## config.mk

```make
export PLATFORM = sky130hd
export DESIGN_NAME = ctp_mul
export DESIGN_NICKNAME = d
export VERILOG_FILES = /design/src/rtl/core/assert_macros.svh /design/src/rtl/core/ctp_pkg.sv /design/src/rtl/core/ctp_mul.sv
export SDC_FILE = /design/constraint.sdc
export NUM_CORES = 2
export LEC_CHECK = 0
export BUFFER_PORTS_ARGS = -buffer_cell sky130_fd_sc_hd__buf_4
export CAP_MARGIN = 20
export CORE_MARGIN = 3
export CORE_UTILIZATION = 50
export DETAILED_ROUTE_END_ITERATION = 8
export MAX_ROUTING_LAYER = met4
export PLACE_DENSITY = 0.65
export SYNTH_ARGS = -nofsm -noshare
export SYNTH_HDL_FRONTEND = slang
export SYNTH_SLANG_ARGS = --single-unit
```

## constraint.sdc

```tcl
create_clock -name clk -period 11 [get_ports clk]
set_input_delay 2.2 -clock clk [delete_from_list [all_inputs] [get_ports clk]]
set_output_delay 2.2 -clock clk [all_outputs]
set_load 0.02 [all_outputs]
```

## src/rtl/core/assert_macros.svh

```systemverilog
// Assertion macros shared by the coalescent transition-probability RTL.
// Included by the files that check their own logic; depends on nothing.
`ifndef ASSERT_MACROS_SVH
`define ASSERT_MACROS_SVH

`ifndef ASSERT_OFF

// The property must hold at every rising edge outside reset.
`define ASSERT_AT(label, clk, rst, prop) \
  label: assert property (@(posedge clk) disable iff (rst) prop) \
    else $error("assertion failed");

// The condition must never be seen at a rising edge outside reset.
`define ASSERT_NEVER(label, clk, rst, cond) \
  label: assert property (@(posedge clk) disable iff (rst) !(cond)) \
    else $error("forbidden condition seen");

`else

`define ASSERT_AT(label, clk, rst, prop)
`define ASSERT_NEVER(label, clk, rst, cond)

`endif

`endif

```

## src/rtl/core/ctp_pkg.sv

```systemverilog
// Package for the coalescent transition-probability unit: codes, state type,
// table address type and the saturation limit. Depends on nothing.
package ctp_pkg;

  localparam int DATA_W  = 32;
  localparam int IDX_FW  = 6;
  localparam int ROW_W   = 3;
  localparam int ACC_W   = DATA_W + 7;

  typedef enum logic {
    ACT_LOAD  = 1'b0,
    ACT_QUERY = 1'b1
  } action_t;

  localparam logic [ROW_W-1:0] ROW_P1 = 3'd1;
  localparam logic [ROW_W-1:0] ROW_P2 = 3'd2;
  localparam logic [ROW_W-1:0] ROW_P3 = 3'd3;
  localparam logic [ROW_W-1:0] ROW_P4 = 3'd4;
  localparam logic [ROW_W-1:0] ROW_P5 = 3'd5;
  localparam logic [ROW_W-1:0] ROW_P6 = 3'd6;
  localparam logic [ROW_W-1:0] ROW_P7 = 3'd7;

  typedef struct packed {
    logic [ROW_W-1:0]  row;
    logic [IDX_FW-1:0] idx;
  } tab_addr_t;

  typedef enum logic [3:0] {
    S_IDLE,
    S_START,
    S_BASE,
    S_BASE_ADD,
    S_BASE_ADD2,
    S_NEXT,
    S_MUL_HP,
    S_CHAIN,
    S_FINAL,
    S_ACC,
    S_DONE
  } seq_state_t;

  // Largest total that fits the result: one, or all ones if one is wider.
  function automatic logic [DATA_W-1:0] cap_of(input int frac_bits);
    logic [63:0] one;
    one = 64'd1 << frac_bits;
    if (frac_bits >= DATA_W) begin
      return {DATA_W{1'b1}};
    end
    return one[DATA_W-1:0];
  endfunction

endpackage

```

## src/rtl/core/ctp_mul.sv

```systemverilog
// Shared fixed-point multiplier: registered 32x32 product, truncated by
// FRAC_BITS on the way out. Depends on ctp_pkg.
module ctp_mul
  import ctp_pkg::*;
#(
  parameter int FRAC_BITS = 31
) (
  input  logic              clk,
  input  logic [DATA_W-1:0] a,
  input  logic [DATA_W-1:0] b,
  output logic [DATA_W-1:0] res
);

  logic [2*DATA_W-1:0] prod;

  always_ff @(posedge clk) begin
    prod <= (2*DATA_W)'(a) * (2*DATA_W)'(b);
  end

  // Operands never exceed the cap, so the truncated product fits the word.
  assign res = DATA_W'(prod >> FRAC_BITS);

endmodule

```

## Word-level counts from Yosys, hierarchy flattened

Cells that the tools add are included.

| cells by class | value |
|---|---|
| multipliers | 1 |

Operators with widths:

| operator | count |
|---|---|
| 32-bit by 32-bit multiplier with 63-bit output | 1 |

| storage, ports and cells | value |
|---|---|
| flip-flop bits (word level) | 63 |
| output and inout bits | 32 |
| word-level logic and storage cells | 2 |

## Longest topological paths before layout

| depth | value |
|---|---|
| word-level depth | 1 |
| gate-level depth with buffers | 29 |
| depth with buffers taken out | 28 |

## Worst setup path after synthesis

Ideal clock, no wire load.

| path | value |
|---|---|
| path type | input-to-reg |
| start point | in a[30] |
| end point | reg prod[62] |
| setup time | 0.072 ns |
| data arrival time | 8.866 ns |
| data required time | 10.928 ns |
| slack | 2.062 ns |
| stages | 27 |
| buffers on the path | 2 |
| path through | clkbuf_1 -> nand2_1 -> fa_1 -> inv_1 -> fa_1 -> fa_1 -> inv_1 -> fa_1 -> inv_1 -> fa_1 -> fa_1 -> fa_1 -> inv_1 -> fa_1 -> inv_1 -> ha_1 -> clkbuf_1 -> a211oi_1 -> o21ai_0 -> a41oi_1 -> o41ai_1 -> a221oi_1 -> nand2_1 -> a31oi_4 -> o211ai_2 -> a21oi_1 -> xnor2_1 |

| between the ends | value |
|---|---|
| cells in the longest elaborated chain, start to end | 1 |

RTL lines:

| what | line | text |
|---|---|---|
| start: declaration | ctp_mul.sv:9 | `input logic [DATA_W-1:0] a,` |
| 32-bit by 32-bit multiplier with 63-bit output | ctp_mul.sv:17 | `prod <= (2*DATA_W)'(a) * (2*DATA_W)'(b);` |
| end signal: assignment | ctp_mul.sv:17 |  |
| end: declaration | ctp_mul.sv:14 | `logic [2*DATA_W-1:0] prod;` |

Every way passes these cells.

## Final worst setup path

| path | value |
|---|---|
| start point | in a[23] |
| end point | reg prod[60] |

The elaborated chain is that of the path after synthesis.

==> flow_metrics.py <==
metrics = {
    "route": {
        "vias": 23000,
        "wire_per_inst_um": 19.6,
        "drtPass1Iterations": 5,
        "drt-total-wl_mm": 84.7,
        "drtAntennaViolNets": 0,
        "drt_iter0_markers": 1222,
        "remaining_drc_errors": 0,
        "viasPerCell": 5.31,
    },
    "global_route": {
        "use_met1_pct": 33.3,
        "overflow": 0,
        "antenna_found_initial": 1,
        "grt_pass1_wl_mm": 141,
        "grt_max_degree": 33,
        "grt_pass1_vias": 25900,
        "groute.usage.overall_pct": 26.6,
        "use_met3_pct": 2.18,
        "gr-usage-met2_pct": 46.2,
        "top_usage_layer": "met2",
    },
    "synthesis": {
        "synth-seq-cells": 32,
        "yosysTopAreaCellShare_pct": 54.5,
        "synthesis.nets": 4765,
        "yosysTopAreaCell": "fa_1",
        "synthArstFlopShare_pct": 0,
        "synth_edf_count": 0,
        "ys_types": 52,
        "syn_avg_cell_area_um2": 9.24,
        "ys_seq_area_share_pct": 1.95,
        "synthFlopType": "dfxtp_1",
        "yosys-top-cells-area": "fa_1 (55%), and2_1 (11%), inv_1 (9.8%), ha_1 (9.7%), nand2_1 (5.3%)",
        "syn_area_mm2": 0.0328,
        "ys_top_cells_by_count": "fa_1 (894), inv_1 (860), and2_1 (585), nand2_1 (468), ha_1 (254)",
        "ys_warn_count": 0,
        "yosysMostFrequentCell": "fa_1",
        "synthCells": 3552,
    },
    "job": {
        "drv_cap": 0,
    },
    "cts": {
        "h-tree-depth": 2,
        "hold_buffers": 0,
        "cts_tree": "done",
        "cts_setup_buffers": 0,
        "path_clk_slew_ns": 0.06,
        "cts-resized-gates": 0,
        "cts.sinks": 32,
        "clockBufferDepth": 2,
        "clock-root-buffer": "clkbuf_16",
        "cts_buffers": 5,
    },
    "worst_setup_path": {
        "worstPathArrival_ns": 9.86,
        "slowest_delay_ns": 0.55,
        "crit_buf_inv": 3,
        "cp_top_family": "adder cells",
        "critPathRequiredTime_ns": 11.24,
        "cp_common_cell": "fa_1",
        "critPathKind": "in -> reg",
        "slowest_stage": "fa_1",
        "path_cells": "buf_4 -> nand2_1 -> fa_1 -> fa_1 -> fa_1 -> fa_1 -> inv_1 -> fa_1 -> fa_1 -> fa_1 -> fa_1 -> ha_1 -> a211oi_1 -> o21ai_0 -> a41oi_1 -> o41ai_1 -> a221oi_1 -> buf_4 -> nand2_1 -> a31oi_4 -> o21ai_1 -> a21oi_1 -> xnor2_1",
        "crit_path_end_kind": "flop",
        "crit_path_max_fanout": 32,
        "critPathLaunchType": "input pin",
    },
    "floorplan": {
        "rows": 93,
        "fp.coreArea_mm2": 0.0647,
        "initial_core_util_pct": 50.8,
        "die_x_um": 262,
        "pin_count": 97,
        "dieArea_mm2": 0.0688,
        "die_h_um": 262,
    },
    "cells_and_area": {
        "drive_gt1_share_pct": 3.46,
        "largest_reg_flops": 32,
        "fin_util_pct": 52.8,
        "largestRegisters": "prod: 32 flops",
        "syn2layout_area_growth_pct": 3.98,
        "fin_nets": 4684,
        "regMostFlops": "prod",
    },
    "placed_design": {
        "portBuffers": 96,
        "place_hpwl_mm": 66.7,
        "gp_congestion": 0.883,
    },
    "timing": {
        "relSlewSlack_pct": 51.4,
        "slew_violations": 0,
        "finalHoldViolations": 0,
        "period_minus_slack_ns": 9.62,
        "finalCritPeriodShare_pct": 87.4,
        "rsz0062_at_grt": "no",
        "finalSetupTns_ns": 0,
        "setup_viol": 0,
        "max_freq_mhz": 104,
        "worst_slew_pin_slew_ns": 0.722,
    },
    "worst_hold_path": {
        "holdPathStages": 5,
        "min-delay-start": "b[31]",
        "whs_endpoint": "prod[62]",
        "hp-class": "in -> reg",
    },
    "status": {
        "status": "finished clean",
    },
}
-- cells by family (layout without fill, tap and decap cells) --
| logic type | after synthesis | in the layout | synth area share, % |
|---|---|---|---|
| compound gates | 144 | 144 | 2.96 |
| xor+xnor | 36 | 36 | 0.960 |
| fa+ha+maj | 1148 | 1148 | 64.2 |
| buf+inv | 1055 | 975 | 12.1 |
| flops | 32 | 32 | 1.95 |
| other cells | 0 | 1 | 0 |
| simple gates | 1137 | 1137 | 17.9 |
-- layer usage --
layer,up-vias,routed length (um)
met5,-,0
li1,9988,-
met1,12200,34000
met3,148,3760
met4,0,3010
met2,621,43900
-- per-stage QoR --
step | area [um^2] | hold WS [ns] | setup slack (ns) | instances
after global routing | 34100 | 2.74 | 0.973 | 4328
after global placement | 34000 | 2.62 | 1.17 | 4319
after floorplan | 32800 | 2.54 | 2.06 | 3552
final | 34100 | 2.65 | 1.38 | 4328
after detailed placement | 34000 | 2.62 | 1.06 | 4319
after CTS | 34100 | 2.65 | 1.37 | 4327
-- worst min-delay path, stage by stage --
cell and delay (ns):
buf_4 0.26, nand2_1 0.13, xnor2_1 0.08, xnor2_1 0.16, xnor2_1 0.07
-- how the worst max path moves through the flow --
stage	from	end	slack, ns	cells past startpoint
after floorplan	a[30]	prod[62]	2.06	27
after global placement	a[13]	prod[48]	1.17	27
after detailed placement	a[23]	prod[62]	1.06	23
after CTS	a[23]	prod[62]	1.37	23
after global routing	a[22]	prod[60]	0.97	23
final	a[23]	prod[60]	1.38	23
-- cell usage in the layout, fill, tap and decap left out, drive strengths merged, types with 4 or more instances in the layout --
| cell type | count |
|---|---|
| nor3 | 7 |
| inv | 860 |
| ha | 254 |
| o211ai | 4 |
| dfxtp | 32 |
| buf | 107 |
| a21o | 25 |
| a21oi | 42 |
| fa | 894 |
| nand3 | 12 |
| and2 | 585 |
| o21ai | 24 |
| nor2b | 6 |
| and4 | 4 |
| o21bai | 5 |
| nand2 | 468 |
| a211oi | 10 |
| o21a | 5 |
| xor2 | 13 |
| nand4 | 8 |
| xnor2 | 23 |
| and3 | 8 |
| clkbuf | 6 |
| o311ai | 4 |
| nand2b | 5 |
| nor2 | 26 |
-- layout make-up --
| cell class | count | area, um^2 |
|---|---|---|
| fill | 6112 | 30600 |
| multi-input combinational | 2465 | 28200 |
| inverter | 860 | 3230 |
| tap | 855 | 1070 |
| timing repair buffer | 107 | 803 |
| sequential | 32 | 641 |
| clock buffer | 6 | 129 |
| clock inverter | 2 | 35.0 |
| antenna | 1 | 2.50 |
Power is not shown: default switching activity piles up to over one toggle a cycle in this logic, so the estimate is an artifact.
