===== src/rtl/core/assert_macros.svh =====
// Assertion macros shared by the coalescent transition-probability RTL.
// Included by the files that check their own logic; depends on nothing.
`ifndef ASSERT_MACROS_SVH
`define ASSERT_MACROS_SVH

`ifndef ASSERT_OFF

// The property must hold at every rising edge outside reset.
`define ASSERT_AT(label, clk, rst, prop) \
  label: assert property (@(posedge clk) disable iff (rst) prop) \
    else $error("assertion failed");

// The condition must never be seen at a rising edge outside reset.
`define ASSERT_NEVER(label, clk, rst, cond) \
  label: assert property (@(posedge clk) disable iff (rst) !(cond)) \
    else $error("forbidden condition seen");

`else

`define ASSERT_AT(label, clk, rst, prop)
`define ASSERT_NEVER(label, clk, rst, cond)

`endif

`endif


===== src/rtl/core/ctp_pkg.sv =====
// Package for the coalescent transition-probability unit: codes, state type,
// table address type and the saturation limit. Depends on nothing.
package ctp_pkg;

  localparam int DATA_W  = 32;
  localparam int IDX_FW  = 6;
  localparam int ROW_W   = 3;
  localparam int ACC_W   = DATA_W + 7;

  typedef enum logic {
    ACT_LOAD  = 1'b0,
    ACT_QUERY = 1'b1
  } action_t;

  localparam logic [ROW_W-1:0] ROW_P1 = 3'd1;
  localparam logic [ROW_W-1:0] ROW_P2 = 3'd2;
  localparam logic [ROW_W-1:0] ROW_P3 = 3'd3;
  localparam logic [ROW_W-1:0] ROW_P4 = 3'd4;
  localparam logic [ROW_W-1:0] ROW_P5 = 3'd5;
  localparam logic [ROW_W-1:0] ROW_P6 = 3'd6;
  localparam logic [ROW_W-1:0] ROW_P7 = 3'd7;

  typedef struct packed {
    logic [ROW_W-1:0]  row;
    logic [IDX_FW-1:0] idx;
  } tab_addr_t;

  typedef enum logic [3:0] {
    S_IDLE,
    S_START,
    S_BASE,
    S_BASE_ADD,
    S_BASE_ADD2,
    S_NEXT,
    S_MUL_HP,
    S_CHAIN,
    S_FINAL,
    S_ACC,
    S_DONE
  } seq_state_t;

  // Largest total that fits the result: one, or all ones if one is wider.
  function automatic logic [DATA_W-1:0] cap_of(input int frac_bits);
    logic [63:0] one;
    one = 64'd1 << frac_bits;
    if (frac_bits >= DATA_W) begin
      return {DATA_W{1'b1}};
    end
    return one[DATA_W-1:0];
  endfunction

endpackage


===== src/rtl/core/ctp_seq.sv =====
// Query sequencer: walks the chain terms of one query through the shared
// multiplier and table port and accumulates the total. Depends on ctp_pkg.
`include "assert_macros.svh"

module ctp_seq
  import ctp_pkg::*;
#(
  parameter int FRAC_BITS = 31
) (
  input  logic              clk,
  input  logic              rst,
  input  logic              start,
  input  logic [IDX_FW-1:0] k_in,
  input  logic [IDX_FW-1:0] j_in,
  output logic              ready,
  output tab_addr_t         rd_addr,
  input  logic [DATA_W-1:0] rd_data,
  output logic [DATA_W-1:0] mul_a,
  output logic [DATA_W-1:0] mul_b,
  input  logic [DATA_W-1:0] mul_res,
  input  logic              out_free,
  output logic              res_valid,
  output logic [DATA_W-1:0] res_prob,
  output logic              res_sat
);

  localparam logic [DATA_W-1:0] CAP = cap_of(FRAC_BITS);

  seq_state_t state, state_next;

  logic [IDX_FW-1:0] k, k_next;
  logic [IDX_FW-1:0] j, j_next;
  logic [IDX_FW-1:0] i, i_next;
  logic [IDX_FW-1:0] from, from_next;
  logic [IDX_FW-1:0] l, l_next;
  logic [DATA_W-1:0] p2, p2_next;
  logic [DATA_W-1:0] hreg, hreg_next;
  logic [ACC_W-1:0]  acc, acc_next;
  logic              first, first_next;
  logic              empty, empty_next;

  logic [IDX_FW-1:0] lim;
  logic [IDX_FW:0]   from_inc;
  logic [IDX_FW:0]   l_inc;
  logic              over;

  always_ff @(posedge clk) begin
    if (rst) begin
      state <= S_IDLE;
    end else begin
      state <= state_next;
    end
  end

  always_ff @(posedge clk) begin
    k     <= k_next;
    j     <= j_next;
    i     <= i_next;
    from  <= from_next;
    l     <= l_next;
    p2    <= p2_next;
    hreg  <= hreg_next;
    acc   <= acc_next;
    first <= first_next;
    empty <= empty_next;
  end

  always_comb begin
    lim      = (k < j) ? k : j;
    from_inc = {1'b0, from} + 7'd1;
    l_inc    = {1'b0, l} + 7'd1;
    over     = acc > ACC_W'(CAP);
    res_prob = over ? CAP : acc[DATA_W-1:0];
    res_sat  = over;
  end

  always_comb begin
    state_next = state;
    k_next     = k;
    j_next     = j;
    i_next     = i;
    from_next  = from;
    l_next     = l;
    p2_next    = p2;
    hreg_next  = hreg;
    acc_next   = acc;
    first_next = first;
    empty_next = empty;
    ready      = 1'b0;
    res_valid  = 1'b0;
    rd_addr    = '{row: ROW_P5, idx: l_inc[IDX_FW-1:0]};
    mul_a      = CAP;
    mul_b      = rd_data;

    unique case (state)
      S_IDLE: begin
        ready = 1'b1;
        if (start) begin
          k_next     = k_in;
          j_next     = j_in;
          i_next     = '0;
          acc_next   = '0;
          state_next = S_START;
        end
      end
      S_START: begin
        rd_addr    = '{row: ROW_P2, idx: j};
        state_next = S_BASE;
      end
      S_BASE: begin
        p2_next = rd_data;
        if (k > j) begin
          rd_addr    = '{row: ROW_P3, idx: j};
          state_next = S_BASE_ADD;
        end else if (k == j) begin
          rd_addr    = '{row: ROW_P1, idx: k};
          state_next = S_BASE_ADD;
        end else begin
          rd_addr    = '{row: ROW_P6, idx: k};
          from_next  = k;
          state_next = S_MUL_HP;
        end
      end
      S_BASE_ADD: begin
        acc_next = ACC_W'(rd_data);
        if (k == j) begin
          rd_addr    = '{row: ROW_P4, idx: k};
          state_next = S_BASE_ADD2;
        end else begin
          state_next = S_NEXT;
        end
      end
      S_BASE_ADD2: begin
        acc_next   = acc + ACC_W'(rd_data);
        state_next = S_NEXT;
      end
      S_NEXT, S_ACC: begin
        if (state == S_ACC) begin
          acc_next = acc + ACC_W'(mul_res);
        end
        if (i < lim) begin
          rd_addr    = '{row: ROW_P7, idx: i};
          from_next  = i;
          i_next     = IDX_FW'(i + 6'd1);
          state_next = S_MUL_HP;
        end else begin
          state_next = S_DONE;
        end
      end
      S_MUL_HP: begin
        mul_a   = rd_data;
        mul_b   = p2;
        rd_addr = '{row: ROW_P5, idx: from_inc[IDX_FW-1:0]};
        l_next  = from_inc[IDX_FW-1:0];
        if (from_inc >= {1'b0, j}) begin
          empty_next = 1'b1;
          state_next = S_FINAL;
        end else begin
          empty_next = 1'b0;
          first_next = 1'b1;
          state_next = S_CHAIN;
        end
      end
      S_CHAIN: begin
        // The first pass keeps head times P2 and starts the product at one.
        mul_a      = first ? CAP : mul_res;
        mul_b      = rd_data;
        first_next = 1'b0;
        if (first) begin
          hreg_next = mul_res;
        end
        l_next = l_inc[IDX_FW-1:0];
        if (l_inc == {1'b0, j}) begin
          state_next = S_FINAL;
        end
      end
      S_FINAL: begin
        mul_a      = empty ? CAP : mul_res;
        mul_b      = empty ? mul_res : hreg;
        state_next = S_ACC;
      end
      S_DONE: begin
        if (out_free) begin
          res_valid  = 1'b1;
          state_next = S_IDLE;
        end
      end
      default: begin
        state_next = S_IDLE;
      end
    endcase
  end

  `ASSERT_NEVER(a_chain_in_range, clk, rst, (state == S_CHAIN) && (l >= j))
  `ASSERT_AT(a_term_below_dest, clk, rst, (state == S_MUL_HP) |-> (from < j))
  `ASSERT_AT(a_terms_bounded, clk, rst, ((state == S_NEXT) || (state == S_ACC)) |-> (i <= lim))

endmodule


===== config.mk =====
export PLATFORM = sky130hd
export DESIGN_NAME = ctp_seq
export DESIGN_NICKNAME = d
export VERILOG_FILES = /design/src/rtl/core/ctp_pkg.sv /design/src/rtl/core/ctp_seq.sv
export VERILOG_INCLUDE_DIRS = /design/src /design/src/rtl/core
export SDC_FILE = /design/constraint.sdc
export NUM_CORES = 1
export LEC_CHECK = 0
export BUFFER_PORTS_ARGS = -buffer_cell sky130_fd_sc_hd__buf_2
export CORE_MARGIN = 1
export CORE_UTILIZATION = 44
export CTS_CLUSTER_SIZE = 16
export DETAILED_ROUTE_END_ITERATION = 8
export GPL_ROUTABILITY_DRIVEN = 1
export PLACE_DENSITY = 0.74
export SYNTH_ARGS = -nofsm -noshare
export SYNTH_HDL_FRONTEND = slang
export SYNTH_SLANG_ARGS = --single-unit

===== constraint.sdc =====
create_clock -name clk -period 12.85 [get_ports clk]
set_input_delay 3.2125 -clock clk [delete_from_list [all_inputs] [get_ports clk]]
set_output_delay 3.2125 -clock clk [all_outputs]
set_load 0.05 [all_outputs]

; ---- After elaboration in Yosys (flattened, before gate mapping)
; Index checks and enable logic that the tools add are counted.
[classes]
add_sub_neg = 5
mux = 38
n_lt_le_gt_ge = 5
reduce_logical = 13
n_eq_ne = 20
[op_table]
columns = operator, count
row1 = case mux 39 bit (4 select lines), 1
row2 = 2-to-1 mux 32 bit, 4
row3 = case mux 32 bit (3 select lines), 1
row4 = adder 39 x 32 -> 39 bit, 2
row5 = 2-to-1 mux 39 bit, 2
row6 = case mux 32 bit (2 select lines), 1
row7 = case mux 9 bit (5 select lines), 1
row8 = case mux 4 bit (10 select lines), 1
row9 = greater-than comparator 39 x 32 -> 1 bit (second input constant), 1
row10 = 2-to-1 mux 6 bit, 6
row11 = case mux 6 bit (2 select lines), 3
row12 = 2-to-1 mux 4 bit, 5
row13 = 2-to-1 mux 9 bit, 2
row14 = == test 4 x 3 -> 1 bit (second input constant), 4
row15 = inequality test 2 bit (second input constant), 8
row16 = adder 6 x 1 -> 7 bit (second input constant), 2
row17 = == test 4 bit (second input constant), 3
row18 = less-than comparator 6 bit, 2
row19 = AND reduction 3 bit, 3
row20 = == test 4 x 2 -> 1 bit (second input constant), 2
row21 = 2-to-1 mux 8 bit, 1
row22 = == test 7 x 6 -> 1 bit, 1
row23 = greater-or-equal comparator 7 x 6 -> 1 bit, 1
row24 = 2-to-1 mux 7 bit, 1
row25 = other kinds (13), 23
[word_totals]
in_bits = 80
output_inout_bits = 108
reg_bits = 139
word_cells = 92

; ---- Longest topological paths before layout
[depth]
ltp_word = 5
mapped_depth = 18
ltp_nobuf = 16

; ---- Worst setup path before layout
; OpenSTA, ideal clock, no wires.
[synth_path]
path_type = input to output
start = input out_free
end = output res_valid
path_buffers = 0
arrival_time_ns = 4.322
t_required_ns = 9.637
setup_slack_ns = 5.316
path_stages = 2
path_cell_list = inv_1 nor3_1
[synth_via]
elab_chain_len = 2
[synth_lines]
columns = element, line_no
row1 = start: declaration, ctp_seq.sv:21  ; input logic out_free,
row2 = 2-to-1 mux 1 bit, ctp_seq.sv:183  ; if (out_free) begin
row3 = 2-to-1 mux 1 bit, ctp_seq.sv:95  ; unique case (state)
row4 = end: declaration, ctp_seq.sv:22  ; output logic res_valid,
; Every way passes these cells.

==> flow_summary.ini <==
[grt]
top_usage_layer = met2
grt_pass1_wl_um = 50200
met2_usage = 0.427
grt_overflow = 0
use_met3 = 0.0456
grtUsageTotal = 0.278
antenna_found_initial = 1
grtUsageMet1 = 0.398
grt_max_degree = 44
grt_pass1_vias = 8734

[die]
die_area_um2 = 23400
start_util = 0.454
die_y_um = 153
core_area_um2 = 22100
fp-row-count = 54
dieWidth_um = 153
io_pins = 188

[setup_path]
crit_path_end_kind = primary output
worst-setup-path-type = flip-flop to primary output
r2r_slack_ns = 8.57
cp_max_fo = 16
timing.rr.start = state[1]
reg2reg_depth = 14
critical_path_required_ns = 9.64
r2r-end = acc[30]
arrival_ns = 4.46
start_kind = flip-flop

[layout]
fin_util = 0.532
regArea_um2 = 4130
syn2layout_area_growth_pct = 17.2
drive_above_1_share = 0.198
multi_input_area_um2 = 5570
fillerInstances = 2054
nets = 1386

[clock_tree]
clockBufferDepth = 2
cts-resized-gates = 0
cts_tree = yes
cts_hold_buf = 0
cts-root-buf = clkbuf_16
clk_pin_slew_ns = 0.06
insertion_delay_ns = 0.43
clock-sinks = 139
cts_setup_buffers = 0
htreeDepth = 4
cts_buffers = 17

[sta]
tightest_slew_ns = 1.34
finalCriticalPeriod_ns = 7.67
clock_skew_ns = 0.00636
setup_violations = 0
finalWorstSetupSlack_ns = 5.18
drv_slew = 0
final-hold-violation-count = 0
period_share = 0.597
whs_ns = 0.692
maxSlewHeadroom = 0.110
fin_setup_tns_ns = 0
clock.fmax_mhz = 130
grt_setup_unrepaired = false

[drt]
drt.antenna.violating_nets = 0
route.vias.total = 9345
drcViolationCount = 0
firstDrtPassIters = 7
wl_per_cell_um = 20.9
drtIter0Drc = 871
viasPerCell = 6.04
wl_um = 32200

[placement]
port_buffers = 187
pre_cts_ws_ns = 5.56
gp_congestion = 0.939
dp_hpwl_um = 22900

[synth]
synthTopCellsByCount = nand2_1 (196), edfxtp_1 (135), nor2_1 (82)
synth_mux_area_frac = 0.0419
synthMostInstantiatedCell = nand2_1
synthArstFlopShare = 0
synth-edff-count = 135
syn_nets = 1229
synth_area_um2 = 10000
synth.top_cell.area_share = 0.404
yosys.area_share.xor_xnor = 0.0402
ys_types = 64
synth_compound_area_frac = 0.211
avgSynthCellArea_um2 = 9.16
synth_largest_area_cell = edfxtp_1
synth_area_leaders = edfxtp_1 (40%), nand2_1 (7.3%), ha_1 (6.6%)
syn_inst = 1095
yosys_warnings = 0
ys_ff_latch = 139
synth-simple-area-share = 0.189
synthFlopType = edfxtp_1
synth_adder_area_share = 0.0681
synth_top_family_by_area = compound AO/OA/AOI/OAI gates
synth_seq_area_share = 0.412

[run_status]
outcome = finished clean

[power_and_ir_drop]
vdd_drop_max_mv = 0.122
p_per_area_nw_per_um2 = 249
p_leak_nw = 5.12

[min_path]
hp-class = flip-flop to flip-flop
hold_start = acc[34]
whs_path_depth = 2
holdPathEnd = acc[34]

[flow_run]
maxCapViolCount = 0
[where the power goes]
group | total, mW | internal [mW] | switching, mW
logic | 1.63 | 0.534 | 1.10
clock network | 0.472 | 0.265 | 0.206
registers | 0.817 | 0.688 | 0.129
total | 2.92 | 1.49 | 1.44
[cells in the final DEF (no fill, tap or decap), drive strengths merged, types with 35 or more instances in the layout]
master,Yosys,final
buf,24,198
nand2,196,196
edfxtp,135,135
nor2,84,84
o21ai,73,73
a21oi,64,64
ha,53,53
mux2i,42,42
and2,38,38
inv,34,35
[sequential cells by signal (all words and copies together) (netlist names)]
| register | cells |
|---|---|
| hreg | 32 |
| state | 4 |
| k | 6 |
| i | 6 |
| empty | 1 |
| j | 6 |
| p2 | 32 |
| acc | 39 |
| from | 6 |
| first | 1 |
| l | 6 |
[critical path: stages (launching register included)]
cell and delay [ns]:
edfxtp_1 0.46, inv_1 0.18, ha_1 0.26, a21o_1 0.16, a21o_1 0.19, a221oi_4 0.64, nor2_1 0.08, a21oi_1 0.18
ha_1 0.25, o21ai_0 0.15, nand2b_1 0.07, a21oi_1 0.20, nor2_1 0.11, a21oi_4 0.43, o21ai_0 0.17, a21oi_1 0.20
buf_2 0.29
[worst max path at each step]
stage	slack [ns]	startpoint	to	depth (start not counted)
global route	4.87	j[3]	rd_addr[4]	16
global placement	5.56	mul_res[25]	mul_b[25]	5
detailed placement	5.56	mul_res[25]	mul_b[25]	5
CTS	5.24	j[3]	rd_addr[4]	16
finish	5.18	j[3]	rd_addr[4]	16
floorplan	5.32	out_free	res_valid	2
[metal layers]
layer / vias to the layer above / share of wire
li1: 4359 / -
met1: 4458 / 0.45
met2: 474 / 0.45
met3: 54 / 0.085
met4: 0 / 0.019
met5: - / 0
[metrics by stage]
stage	power (mW)	cell area, um2	cells
6_report	2.92	11800	1546
5_1_grt	3.10	11800	1546
4_1_cts	2.90	11800	1545
2_1_floorplan	2.01	10000	1095
3_3_place_gp	2.40	11200	1513
3_5_place_dp	2.43	11200	1513
[area by class of cell]
type	instances	share of cell area
Multi-Input combinational cell	862	0.474
Sequential cell	139	0.352
Timing Repair Buffer	198	0.0866
Clock buffer	17	0.0362
Tap cell	280	0.0298
Clock inverter	15	0.0109
Inverter	34	0.0109
Antenna cell	1	0.000213
[cells by family (layout without fill, tap and decap cells)]
group,after synthesis,after routing
AOI/OAI and AO/OA,301,301
xor gates and xnor gates,46,46
adders and majority gates,54,54
buffers and inverters,94,264
DFF,139,139
muxes,42,42
other,0,1
and+or+nand+nor,419,419
(Power assumes the default switching activity.)
